`src/hw/rtl/pal_pkg.sv`:
```
`default_nettype none
// ----------------------------------------------------------------------------
// pal_pkg
// shared constants and codes of the positional array list
// ----------------------------------------------------------------------------
package pal_pkg;

  // list storage
  localparam int unsigned DEPTH = 64;
  localparam int unsigned AW    = (DEPTH > 1) ? $clog2(DEPTH) : 1;

  // field widths
  localparam int unsigned MODE_W  = 3;
  localparam int unsigned DATA_W  = 32;
  localparam int unsigned POS_W   = 7;
  localparam int unsigned STAT_W  = 2;

  // full count as a count-wide value
  localparam logic [POS_W-1:0] DEPTH_CNT = POS_W'(DEPTH);

  // operation codes
  localparam logic [MODE_W-1:0] MODE_APPEND      = 3'd0;
  localparam logic [MODE_W-1:0] MODE_REMOVE_LAST = 3'd1;
  localparam logic [MODE_W-1:0] MODE_INSERT_AT   = 3'd2;
  localparam logic [MODE_W-1:0] MODE_REMOVE_AT   = 3'd3;
  localparam logic [MODE_W-1:0] MODE_READ_ALL    = 3'd4;

  // status codes
  localparam logic [STAT_W-1:0] STAT_OK      = 2'd0;
  localparam logic [STAT_W-1:0] STAT_FULL    = 2'd1;
  localparam logic [STAT_W-1:0] STAT_EMPTY   = 2'd2;
  localparam logic [STAT_W-1:0] STAT_BAD_POS = 2'd3;

endpackage
`default_nettype wire

```
`src/hw/rtl/pal_mem.sv`:
```
`default_nettype none
// ----------------------------------------------------------------------------
// pal_mem
// list storage, one write port and one read port with registered read data
// ----------------------------------------------------------------------------
module pal_mem (
  input  wire logic                               clk_i,
  input  wire logic                               we_i,
  input  wire logic [pal_pkg::AW-1:0]             waddr_i,
  input  wire logic signed [pal_pkg::DATA_W-1:0]  wdata_i,
  input  wire logic [pal_pkg::AW-1:0]             raddr_i,
  output logic signed [pal_pkg::DATA_W-1:0]       rdata_o
);
  import pal_pkg::*;

  logic signed [DATA_W-1:0] mem_q [DEPTH];
  logic signed [DATA_W-1:0] rdata_q;

  always_ff @(posedge clk_i) begin
    if (we_i) begin
      mem_q[waddr_i] <= wdata_i;
    end
    rdata_q <= mem_q[raddr_i];
  end

  assign rdata_o = rdata_q;

endmodule
`default_nettype wire

```
`src/hw/rtl/positional_array_list_unit.sv`:
```
`default_nettype none
// ----------------------------------------------------------------------------
// positional_array_list_unit
// ordered list of signed words with append, remove, positional insert and
// remove, and full read-out, sequenced over a single-port-pair memory
// ----------------------------------------------------------------------------
// An operation is taken when start is high and busy is low. Results come one
// per cycle on the result ports, each marked by valid_o for exactly one cycle,
// and the receiver cannot stall them: sample every cycle that valid_o is high.
// Append, and insert at the current end, finish at once (result the
// following cycle, busy never rises). Remove last reads the top word, then
// reports it. Insert at a position moves each word above it one up, then
// writes the new word; remove at a position reads the word, then moves each
// word above it one down. Every shifted word makes one pass through the
// memory's read port and one through its write port. Read all gives count
// results back to back after the registered memory read. Errors and unused
// modes finish at once. The last result of every operation has last_o set.
// ----------------------------------------------------------------------------
module positional_array_list_unit (
  input  wire logic                               clk_i,
  input  wire logic                               rst_ni,
  input  wire logic                               start,
  output logic                                    busy,
  input  wire logic [pal_pkg::MODE_W-1:0]         mode_i,
  input  wire logic signed [pal_pkg::DATA_W-1:0]  value_in_i,
  input  wire logic [pal_pkg::POS_W-1:0]          position_in_i,
  output logic                                    valid_o,
  output logic [pal_pkg::STAT_W-1:0]              status_o,
  output logic signed [pal_pkg::DATA_W-1:0]       value_out_o,
  output logic [pal_pkg::POS_W-1:0]               position_out_o,
  output logic [pal_pkg::POS_W-1:0]               count_out_o,
  output logic                                    last_o
);
  import pal_pkg::*;

  // sequencer states
  localparam logic [2:0] S_IDLE     = 3'd0;
  localparam logic [2:0] S_RD_LAST  = 3'd1;
  localparam logic [2:0] S_SHIFT_UP = 3'd2;
  localparam logic [2:0] S_INS_WR   = 3'd3;
  localparam logic [2:0] S_DEL_HEAD = 3'd4;
  localparam logic [2:0] S_SHIFT_DN = 3'd5;
  localparam logic [2:0] S_READ_ALL = 3'd6;

  logic [2:0]               state_q, state_d;
  logic [POS_W-1:0]         cnt_q, cnt_d;     // words held
  logic [POS_W-1:0]         ptr_q, ptr_d;     // walking index
  logic [POS_W-1:0]         pos_q, pos_d;     // position of the operation
  logic signed [DATA_W-1:0] val_q, val_d;     // word inserted or removed

  // memory ports
  logic                     mem_we;
  logic [AW-1:0]            mem_waddr;
  logic signed [DATA_W-1:0] mem_wdata;
  logic [AW-1:0]            mem_raddr;
  logic signed [DATA_W-1:0] mem_rdata;

  // result before the output register
  logic                     res_valid;
  logic [STAT_W-1:0]        res_status;
  logic signed [DATA_W-1:0] res_value;
  logic [POS_W-1:0]         res_pos;
  logic [POS_W-1:0]         res_count;
  logic                     res_last;

  // output register
  logic                     valid_q;
  logic [STAT_W-1:0]        status_q;
  logic signed [DATA_W-1:0] value_q;
  logic [POS_W-1:0]         position_q;
  logic [POS_W-1:0]         count_q;
  logic                     last_q;

  // index arithmetic around the walking pointer
  logic [POS_W-1:0] cnt_m1, ptr_m1, ptr_m2, ptr_p1, ptr_p2;
  logic             accept;

  assign cnt_m1 = cnt_q - POS_W'(1);
  assign ptr_m1 = ptr_q - POS_W'(1);
  assign ptr_m2 = ptr_q - POS_W'(2);
  assign ptr_p1 = ptr_q + POS_W'(1);
  assign ptr_p2 = ptr_q + POS_W'(2);

  assign busy   = (state_q != S_IDLE);
  assign accept = start && !busy;

  pal_mem u_mem (
    .clk_i   (clk_i),
    .we_i    (mem_we),
    .waddr_i (mem_waddr),
    .wdata_i (mem_wdata),
    .raddr_i (mem_raddr),
    .rdata_o (mem_rdata)
  );

  always_comb begin
    state_d    = state_q;
    cnt_d      = cnt_q;
    ptr_d      = ptr_q;
    pos_d      = pos_q;
    val_d      = val_q;
    mem_we     = 1'b0;
    mem_waddr  = ptr_q[AW-1:0];
    mem_wdata  = mem_rdata;
    mem_raddr  = '0;
    res_valid  = 1'b0;
    res_status = STAT_OK;
    res_value  = '0;
    res_pos    = '0;
    res_count  = cnt_q;
    res_last   = 1'b1;

    unique case (state_q)
      S_IDLE: begin
        if (accept) begin
          pos_d = position_in_i;
          val_d = value_in_i;
          unique case (mode_i)
            MODE_APPEND: begin
              res_valid = 1'b1;
              if (cnt_q >= DEPTH_CNT) begin
                res_status = STAT_FULL;
              end else begin
                // write straight at the end
                mem_we    = 1'b1;
                mem_waddr = cnt_q[AW-1:0];
                mem_wdata = value_in_i;
                cnt_d     = cnt_q + POS_W'(1);
                res_value = value_in_i;
                res_pos   = cnt_q;
                res_count = cnt_d;
              end
            end
            MODE_REMOVE_LAST: begin
              if (cnt_q == '0) begin
                res_valid  = 1'b1;
                res_status = STAT_EMPTY;
              end else begin
                mem_raddr = cnt_m1[AW-1:0];
                state_d   = S_RD_LAST;
              end
            end
            MODE_INSERT_AT: begin
              if (cnt_q >= DEPTH_CNT) begin
                res_valid  = 1'b1;
                res_status = STAT_FULL;
                res_pos    = position_in_i;
              end else if (position_in_i > cnt_q) begin
                res_valid  = 1'b1;
                res_status = STAT_BAD_POS;
                res_pos    = position_in_i;
              end else if (position_in_i == cnt_q) begin
                // nothing above to move
                mem_we    = 1'b1;
                mem_waddr = cnt_q[AW-1:0];
                mem_wdata = value_in_i;
                cnt_d     = cnt_q + POS_W'(1);
                res_valid = 1'b1;
                res_value = value_in_i;
                res_pos   = position_in_i;
                res_count = cnt_d;
              end else begin
                // walk down from the top, moving each word one up
                mem_raddr = cnt_m1[AW-1:0];
                ptr_d     = cnt_q;
                state_d   = S_SHIFT_UP;
              end
            end
            MODE_REMOVE_AT: begin
              if (position_in_i >= cnt_q) begin
                res_valid  = 1'b1;
                res_status = STAT_BAD_POS;
                res_pos    = position_in_i;
              end else begin
                mem_raddr = position_in_i[AW-1:0];
                ptr_d     = position_in_i;
                state_d   = S_DEL_HEAD;
              end
            end
            MODE_READ_ALL: begin
              if (cnt_q == '0) begin
                res_valid  = 1'b1;
                res_status = STAT_EMPTY;
                res_count  = '0;
              end else begin
                mem_raddr = '0;
                ptr_d     = '0;
                state_d   = S_READ_ALL;
              end
            end
            default: begin
              // unused codes do nothing
            end
          endcase
        end
      end

      S_RD_LAST: begin
        cnt_d     = cnt_m1;
        res_valid = 1'b1;
        res_value = mem_rdata;
        res_pos   = cnt_m1;
        res_count = cnt_m1;
        state_d   = S_IDLE;
      end

      S_SHIFT_UP: begin
        // word read from ptr - 1 lands at ptr
        mem_we = 1'b1;
        if (ptr_m1 == pos_q) begin
          state_d = S_INS_WR;
        end else begin
          mem_raddr = ptr_m2[AW-1:0];
          ptr_d     = ptr_m1;
        end
      end

      S_INS_WR: begin
        mem_we    = 1'b1;
        mem_waddr = pos_q[AW-1:0];
        mem_wdata = val_q;
        cnt_d     = cnt_q + POS_W'(1);
        res_valid = 1'b1;
        res_value = val_q;
        res_pos   = pos_q;
        res_count = cnt_d;
        state_d   = S_IDLE;
      end

      S_DEL_HEAD: begin
        val_d = mem_rdata;
        if (ptr_p1 >= cnt_q) begin
          // removed word was the top one
          cnt_d     = cnt_m1;
          res_valid = 1'b1;
          res_value = mem_rdata;
          res_pos   = pos_q;
          res_count = cnt_m1;
          state_d   = S_IDLE;
        end else begin
          mem_raddr = ptr_p1[AW-1:0];
          state_d   = S_SHIFT_DN;
        end
      end

      S_SHIFT_DN: begin
        // word read from ptr + 1 lands at ptr
        mem_we = 1'b1;
        ptr_d  = ptr_p1;
        if (ptr_p2 < cnt_q) begin
          mem_raddr = ptr_p2[AW-1:0];
        end else begin
          cnt_d     = cnt_m1;
          res_valid = 1'b1;
          res_value = val_q;
          res_pos   = pos_q;
          res_count = cnt_m1;
          state_d   = S_IDLE;
        end
      end

      S_READ_ALL: begin
        res_valid = 1'b1;
        res_value = mem_rdata;
        res_pos   = ptr_q;
        res_last  = (ptr_p1 == cnt_q);
        mem_raddr = ptr_p1[AW-1:0];
        ptr_d     = ptr_p1;
        if (res_last) begin
          state_d = S_IDLE;
        end
      end

      default: begin
        state_d = S_IDLE;
      end
    endcase
  end

  // control state
  always_ff @(posedge clk_i or negedge rst_ni) begin
    if (!rst_ni) begin
      state_q <= S_IDLE;
      cnt_q   <= '0;
      valid_q <= 1'b0;
    end else begin
      state_q <= state_d;
      cnt_q   <= cnt_d;
      valid_q <= res_valid;
    end
  end

  // working registers and result payload
  always_ff @(posedge clk_i) begin
    ptr_q <= ptr_d;
    pos_q <= pos_d;
    val_q <= val_d;
    if (res_valid) begin
      status_q   <= res_status;
      value_q    <= res_value;
      position_q <= res_pos;
      count_q    <= res_count;
      last_q     <= res_last;
    end
  end

  assign valid_o        = valid_q;
  assign status_o       = status_q;
  assign value_out_o    = value_q;
  assign position_out_o = position_q;
  assign count_out_o    = count_q;
  assign last_o         = last_q;

  // the list never reports more words than it can hold
  a_count_bound: assert property (@(posedge clk_i) disable iff (!rst_ni)
    valid_o |-> (count_out_o <= DEPTH_CNT))
    else $error("result count beyond list depth");

  // an error always closes its operation
  a_error_last: assert property (@(posedge clk_i) disable iff (!rst_ni)
    (valid_o && (status_o != STAT_OK)) |-> last_o)
    else $error("error result not marked last");

  // an unused mode produces no result
  a_unused_mode: assert property (@(posedge clk_i) disable iff (!rst_ni)
    (start && !busy && (mode_i > MODE_READ_ALL)) |=> !valid_o)
    else $error("result for an unused mode");

  // no result may follow a last one while the unit stays idle
  a_idle_after_last: assert property (@(posedge clk_i) disable iff (!rst_ni)
    (valid_o && last_o && !busy && !start) |=> !valid_o)
    else $error("result after the final one of an operation");

endmodule
`default_nettype wire
```
`config.mk`:
```
export PLATFORM = sky130hd
export DESIGN_NAME = positional_array_list_unit
export DESIGN_NICKNAME = d
export VERILOG_FILES = /design/src/hw/rtl/pal_pkg.sv /design/src/hw/rtl/pal_mem.sv /design/src/hw/rtl/positional_array_list_unit.sv
export SDC_FILE = /design/constraint.sdc
export NUM_CORES = 2
export LEC_CHECK = 0
export ABC_AREA = 1
export BUFFER_PORTS_ARGS = -buffer_cell sky130_fd_sc_hd__buf_2
export CORE_MARGIN = 3
export CORE_UTILIZATION = 40
export CTS_BUF_LIST = sky130_fd_sc_hd__clkbuf_16
export DETAILED_ROUTE_END_ITERATION = 10
export GPL_TIMING_DRIVEN = 0
export PLACE_DENSITY = 0.61
export SETUP_SLACK_MARGIN = 0.1
export SYNTH_ARGS = -nofsm -noshare
export SYNTH_HDL_FRONTEND = slang
export SYNTH_HIERARCHICAL = 1
export SYNTH_SLANG_ARGS = --single-unit
```
`constraint.sdc`:
```
create_clock -name clk_i -period 8 [get_ports clk_i]
set_input_delay 0 -clock clk_i [delete_from_list [all_inputs] [get_ports clk_i]]
set_output_delay 0 -clock clk_i [all_outputs]
set_load 0.05 [all_outputs]
```
# Yosys cells after proc, flatten, opt, wreduce, memory -nomap -nowiden
# Memory sizes are Yosys's and may differ from the RTL's. A register that Yosys moved wholly into a read port is not among the register bits.
# Index checks and enable logic that the tools add are counted.
# totals
elab_cells	174
input_bits	45
ff_bits	106
mem_bits_rw	2048
mem_count	1
out_inout_bits	51
# memory_table
memory	depth	width	rd	rd_clocked_by_memory_dff	wr	line	text
u_mem.mem_q	64	32	1	1	1	pal_mem.sv:16	logic signed [DATA_W-1:0] mem_q [DEPTH];
# op_classes
n_reduce_logical	19
n_lt_le_gt_ge	5
addsub	6
n_eq_ne	27
muxes	105
# op_table
operator	n
32-bit two-way mux	13
32-bit one-hot mux with 2 select lines	4
7-bit two-way mux	24
32-bit one-hot mux with 5 select lines	1
6-bit two-way mux	14
7-bit one-hot mux with 3 select lines	4
7-bit one-hot mux with 5 select lines	2
7-bit one-hot mux with 6 select lines	1
3-bit two-way mux	11
6-bit one-hot mux with 5 select lines	1
6-bit one-hot mux with 2 select lines	2
7-bit equality test	3
3-bit inequality test (second input constant)	6
6-bit one-hot mux with 3 select lines	1
1-bit two-way mux	15
3-bit one-hot mux with 5 select lines	1
7-bit by 1-bit adder with 7-bit output (second input constant)	2
7-bit greater-or-equal comparator	2
7-bit one-hot mux with 2 select lines	1
7-bit by 1-bit subtractor with 7-bit output (second input constant)	2
3-bit by 2-bit equality test with 1-bit output (second input constant)	4
3-bit equality test (second input constant)	4
3-bit one-hot mux with 4 select lines	1
11-bit AND reduction	1
other kinds (26)	42

# Depth between registers and ports, before layout
# depth
word_depth	9
ltp_mapped	29
ltp_nobuf	25

# Modules after synthesis
# Netlist, hierarchy kept.
# modules_own_cells
mod	seq_area_each_um2	n_inst	area_per_inst_um2	cells_per_inst
pal_mem	62139.6	1	82785.6	6785
positional_array_list_unit	3128.0	1	8149.1	1127

# Worst setup path after synthesis
# No wires, ideal clock.
# synth_path
path_type	register to register
startpoint	register cnt_q[6]
endpoint	memory u_mem.mem_q[55][0], enable pin
t_arrival_ns	5.119
path_buffers	3
stages_incl_launch_ff	20
synth_period_minus_slack_ns	5.580
required_time_ns	7.539
path_slack_ns	2.420
setup_ns	0.461
cell_sequence	dfrtp_1 > buf_2 > inv_2 > buf_1 > ha_1 > nand2_1 > nor2_4 > nand2_4 > o21ai_4 > nand2_4 > nor2_8 > buf_6 > nand2_1 > o21ai_0 > nand2_1 > o221ai_1 > inv_1 > nor3_1 > inv_1 > nor3_1
# synth_via
word_cells_on_any_way	19
cone_classes	order compare (2); eq/ne (1); mux (16)
# synth_lines
item	line	text
start, declared	positional_array_list_unit.sv:46	logic [POS_W-1:0] cnt_q, cnt_d;
start signal, assigned	positional_array_list_unit.sv:288	cnt_q <= cnt_d;
branches (longest 4 deep; another with 7-bit greater-than comparator)	-	
6-bit one-hot mux with 2 select lines (*)	positional_array_list_unit.sv:118	unique case (mode_i)
6-bit two-way mux (*)	positional_array_list_unit.sv:115	if (accept) begin
6-bit one-hot mux with 2 select lines (*)	positional_array_list_unit.sv:113	unique case (state_q)
via mem_waddr[2]	positional_array_list_unit.sv:53	logic [AW-1:0] mem_waddr;
end, declared	pal_mem.sv:16	
# Mark *: on every way through the listed nets, which the timed path passes.

# Final worst setup path
# layout_path
startpoint	register cnt_q[6]
endpoint	register u_mem.rdata_q[2], in the netlist u_mem/rdata_o[2], read port of u_mem.mem_q
# layout_via
elab_chain_len	7
word_cells_on_any_way	17
cone_classes	order compare (5); eq/ne (1); mux (10); reduce/logical (1)
# layout_rtl
item	line	text
branches (longest 6 deep; another with 7-bit greater-than comparator)	-	
6-bit one-hot mux with 5 select lines (*)	positional_array_list_unit.sv:113	
via mem_raddr[2]	positional_array_list_unit.sv:55	logic [AW-1:0] mem_raddr;
end, declared	pal_mem.sv:17	logic signed [DATA_W-1:0] rdata_q;
# Marked as above.
# A chain may end at the register's enable or synchronous reset.

==> results_dict.tcl <==
set metrics [dict create \
    status "finished with violations" \
    violations "capacitance limit" \
    met2_usage_pct 44.68 \
    drt-initial-drc-count 11997 \
    synth_flop_cell "edfxtp_1" \
    grt_max_degree 49 \
    fp.coreArea_um2 225500 \
    cts_root_buf "clkbuf_16" \
    yosys_warnings 6 \
    cts_tree "yes" \
    drt_wl_total_mm 366.3 \
    tightest_slew_ps 1487 \
    slew_violations 0 \
    worstHoldStart "value_in_i[27]" \
    grt_pass1_vias 63714 \
    r2r_slack_ps 690 \
    finalHoldViolCount 0 \
    critPathCaptureType "register" \
    initial_core_util_pct 40.32 \
    gp_congestion 1.028 \
    path_max_fanout 13 \
    multiInputGateArea_um2 23230 \
    grt_usage_pct 30.75 \
    ant_nets 0 \
    io_buffer_count 95 \
    synth_cell_type_count 50 \
    clkSinkCount 2186 \
    drc 0 \
    die_h_um 482.8 \
    vias 69978 \
    fin_area_um2 106600 \
    nFillCells 20190 \
    synth_area_leaders "edfxtp_1, nand2_1, nand3_1" \
    synthesis.instances 7912 \
    firstDrtPassIters 9 \
    rsz0062_at_grt "false" \
    clockBufferDepth 3 \
    dp_hpwl_mm 260.4 \
    setup_tns_ps 0 \
    clock_latency_ps 900 \
    synth.net_count 7986 \
    ys_seq_elements 2186 \
    min_path_type "in2reg" \
    viasPerCell 5.955 \
    reg2reg_from "cnt_q[6]$_DFFE_PN0P_" \
    drive_gt1_share_pct 12.41 \
    finalSetupViolCount 0 \
    max_cap_violations 1 \
    numCtsBuffers 219 \
    grt_use_met3_pct 9.673 \
    clock_skew_ps 65.99 \
    dpl-instance-area_um2 99140 \
    path_clk_slew_ps 70 \
    syn_area_per_cell_um2 11.49 \
    synth_top_area_share_pct 70.77 \
    grt_pass1_wl_mm 499.6 \
    synth_edf_count 2143 \
    final_nets 8647 \
    critical_path_arrival_ps 8130 \
    htree_levels 4 \
    holdPathStages 4 \
    layout.area.seq_um2 65270 \
    ios 96 \
    area_delta_synth_final_pct 17.24 \
    startpoint_type "register" \
    die_area_um2 233100 \
    hold_path_end "val_q[27]$_DFFE_PP_" \
    fin_util_pct 47.27 \
    rr_endpoint "u_mem/rdata_o[2]$_DFF_P_" \
    cts_setup_buffers 0 \
    required_ps 8820 \
    grt-busiest-layer "met2" \
    placementRows 174 \
    fin_crit_sh_pct 91.38 \
    die_w_um 482.8 \
    period_needed_ps 7311 \
    grt-ovfl-total 0 \
    maxSlewHeadroom_pct 0.8350 \
    syn-cell-area_um2 90930 \
    critical_path_class "reg2reg" \
    wl_per_cell_um 31.17 \
    synth_top_area_cell "edfxtp_1" \
    r2r_cells 19 \
    antenna_found_initial 18 \
    ys_seq_area_share_pct 71.77 \
    max_freq_ghz 0.1368 \
    met1_usage_pct 40.81 \
    ys_async_sr_fraction_pct 0.5032 \
]
[critical path, stage by stage (launching register included)]
cell,delay (ps)
dfrtp_1,440
buf_2,230
inv_2,220
buf_1,750
ha_1,390
a21o_1,160
nor2_1,150
nand3_1,230
o21ai_0,670
a22oi_1,200
nand3_1,160
buf_2,240
clkbuf_1,1020
buf_1,850
nand3_1,350
nand3_1,210
nand3_1,420
nand2_1,220
nand2_1,80
nand2_1,180
[state kept, by name, indices dropped and copies added, names as in the netlist, 2 cells and up]
| signal | cells |
|---|---|
| pos_q | 7 |
| u_mem/rdata_o | 32 |
| status_o | 2 |
| cnt_q | 7 |
| state_q | 3 |
| count_out_o | 7 |
| value_out_o | 32 |
| u_mem/mem_q | 2048 |
| ptr_q | 7 |
| position_out_o | 7 |
| val_q | 32 |
[routing by layer]
layer | wire [um] | vias up
met5 | 23 | -
met4 | 24850 | 4
met3 | 52970 | 992
met2 | 155100 | 5339
met1 | 133300 | 34281
li1 | - | 29362
[cell families (layout without fill, tap and decap cells)]
group           Yosys count  count (layout)  share of synthesized area [%]
fa+ha+maj                29              29                         0.3990
flops                  2186            2186                          71.77
other cells               0              15                              0
xor+xnor                 19              19                         0.1995
buf+inv                 625            1457                          3.306
compound gates          186             186                          1.219
simple gates           4867            4867                          23.10
[area by class of cell]
cell class                      count  area share [%]
Sequential cell                  2186           61.22
Multi-Input combinational cell   5101           21.79
Clock buffer                      221           5.187
Timing Repair Buffer              440           4.407
Tap cell                         2992           3.511
Buffer                            495           2.364
Clock inverter                    171           1.028
Inverter                          130          0.4600
Antenna cell                       15         0.03521
[cell usage after synthesis (all sizes together) (2+ instances only)]
cell type / number
clkbuf: 94
buf: 401
xor2: 16
o221ai: 2
xnor2: 2
a21oi: 23
dfxtp: 32
a22oi: 5
nor2: 129
a211oi: 2
nand4: 43
nand2: 2698
nand3: 1973
o2111ai: 4
nand3b: 3
o211ai: 37
nor3: 19
o22ai: 11
ha: 29
o21ai: 96
dfrtp: 11
inv: 129
edfxtp: 2143
[cells in the final DEF, fill, tap and decap left out, types with 23 or more instances in the layout]
| master | instances |
|---|---|
| inv_1 | 175 |
| dlygate4sd3_1 | 81 |
| clkinv_1 | 63 |
| buf_1 | 66 |
| clkbuf_16 | 221 |
| clkbuf_1 | 91 |
| nor2_4 | 62 |
| nand4_1 | 42 |
| buf_6 | 78 |
| dfxtp_1 | 32 |
| nand3_1 | 1964 |
| buf_2 | 366 |
| o21ai_1 | 25 |
| nand2_1 | 2678 |
| edfxtp_1 | 2143 |
| a21oi_1 | 23 |
| ha_1 | 29 |
| nor2_1 | 63 |
| buf_4 | 163 |
| buf_12 | 65 |
| o21ai_0 | 69 |
| o211ai_1 | 37 |
[worst max-delay path by stage]
stage                         start                            end  slack [ps]
6_report       cnt_q[6]$_DFFE_PN0P_       u_mem/rdata_o[2]$_DFF_P_         690
5_1_grt        cnt_q[6]$_DFFE_PN0P_       u_mem/rdata_o[7]$_DFF_P_         660
4_1_cts        cnt_q[6]$_DFFE_PN0P_       u_mem/rdata_o[2]$_DFF_P_        1180
3_5_place_dp   cnt_q[6]$_DFFE_PN0P_       u_mem/rdata_o[2]$_DFF_P_        1210
3_3_place_gp   cnt_q[6]$_DFFE_PN0P_  u_mem/mem_q[62][19]$_DFFE_PP_       -3580
2_1_floorplan  cnt_q[6]$_DFFE_PN0P_   u_mem/mem_q[55][0]$_DFFE_PP_        2420
[stage by stage]
step | hold WS, ps | setup WS [ps] | instances
4_1_cts | 3.865 | 1179 | 11736
6_report | 47.66 | 689.2 | 11751
3_3_place_gp | -80.28 | -3584 | 10999
2_1_floorplan | -295.6 | 2420 | 7912
5_1_grt | 44.65 | 655.0 | 11740
3_5_place_dp | -81.13 | 1209 | 11263
[what timing repair did]
item                                   in CTS  in global routing
resized for setup                           0                  0
endpoints found under the hold margin     261                  0
hold buffers                               81                  0
Power is left out: the tool's default activity adds up to more than one toggle a clock period on the data nets, which glitch-free logic cannot reach.
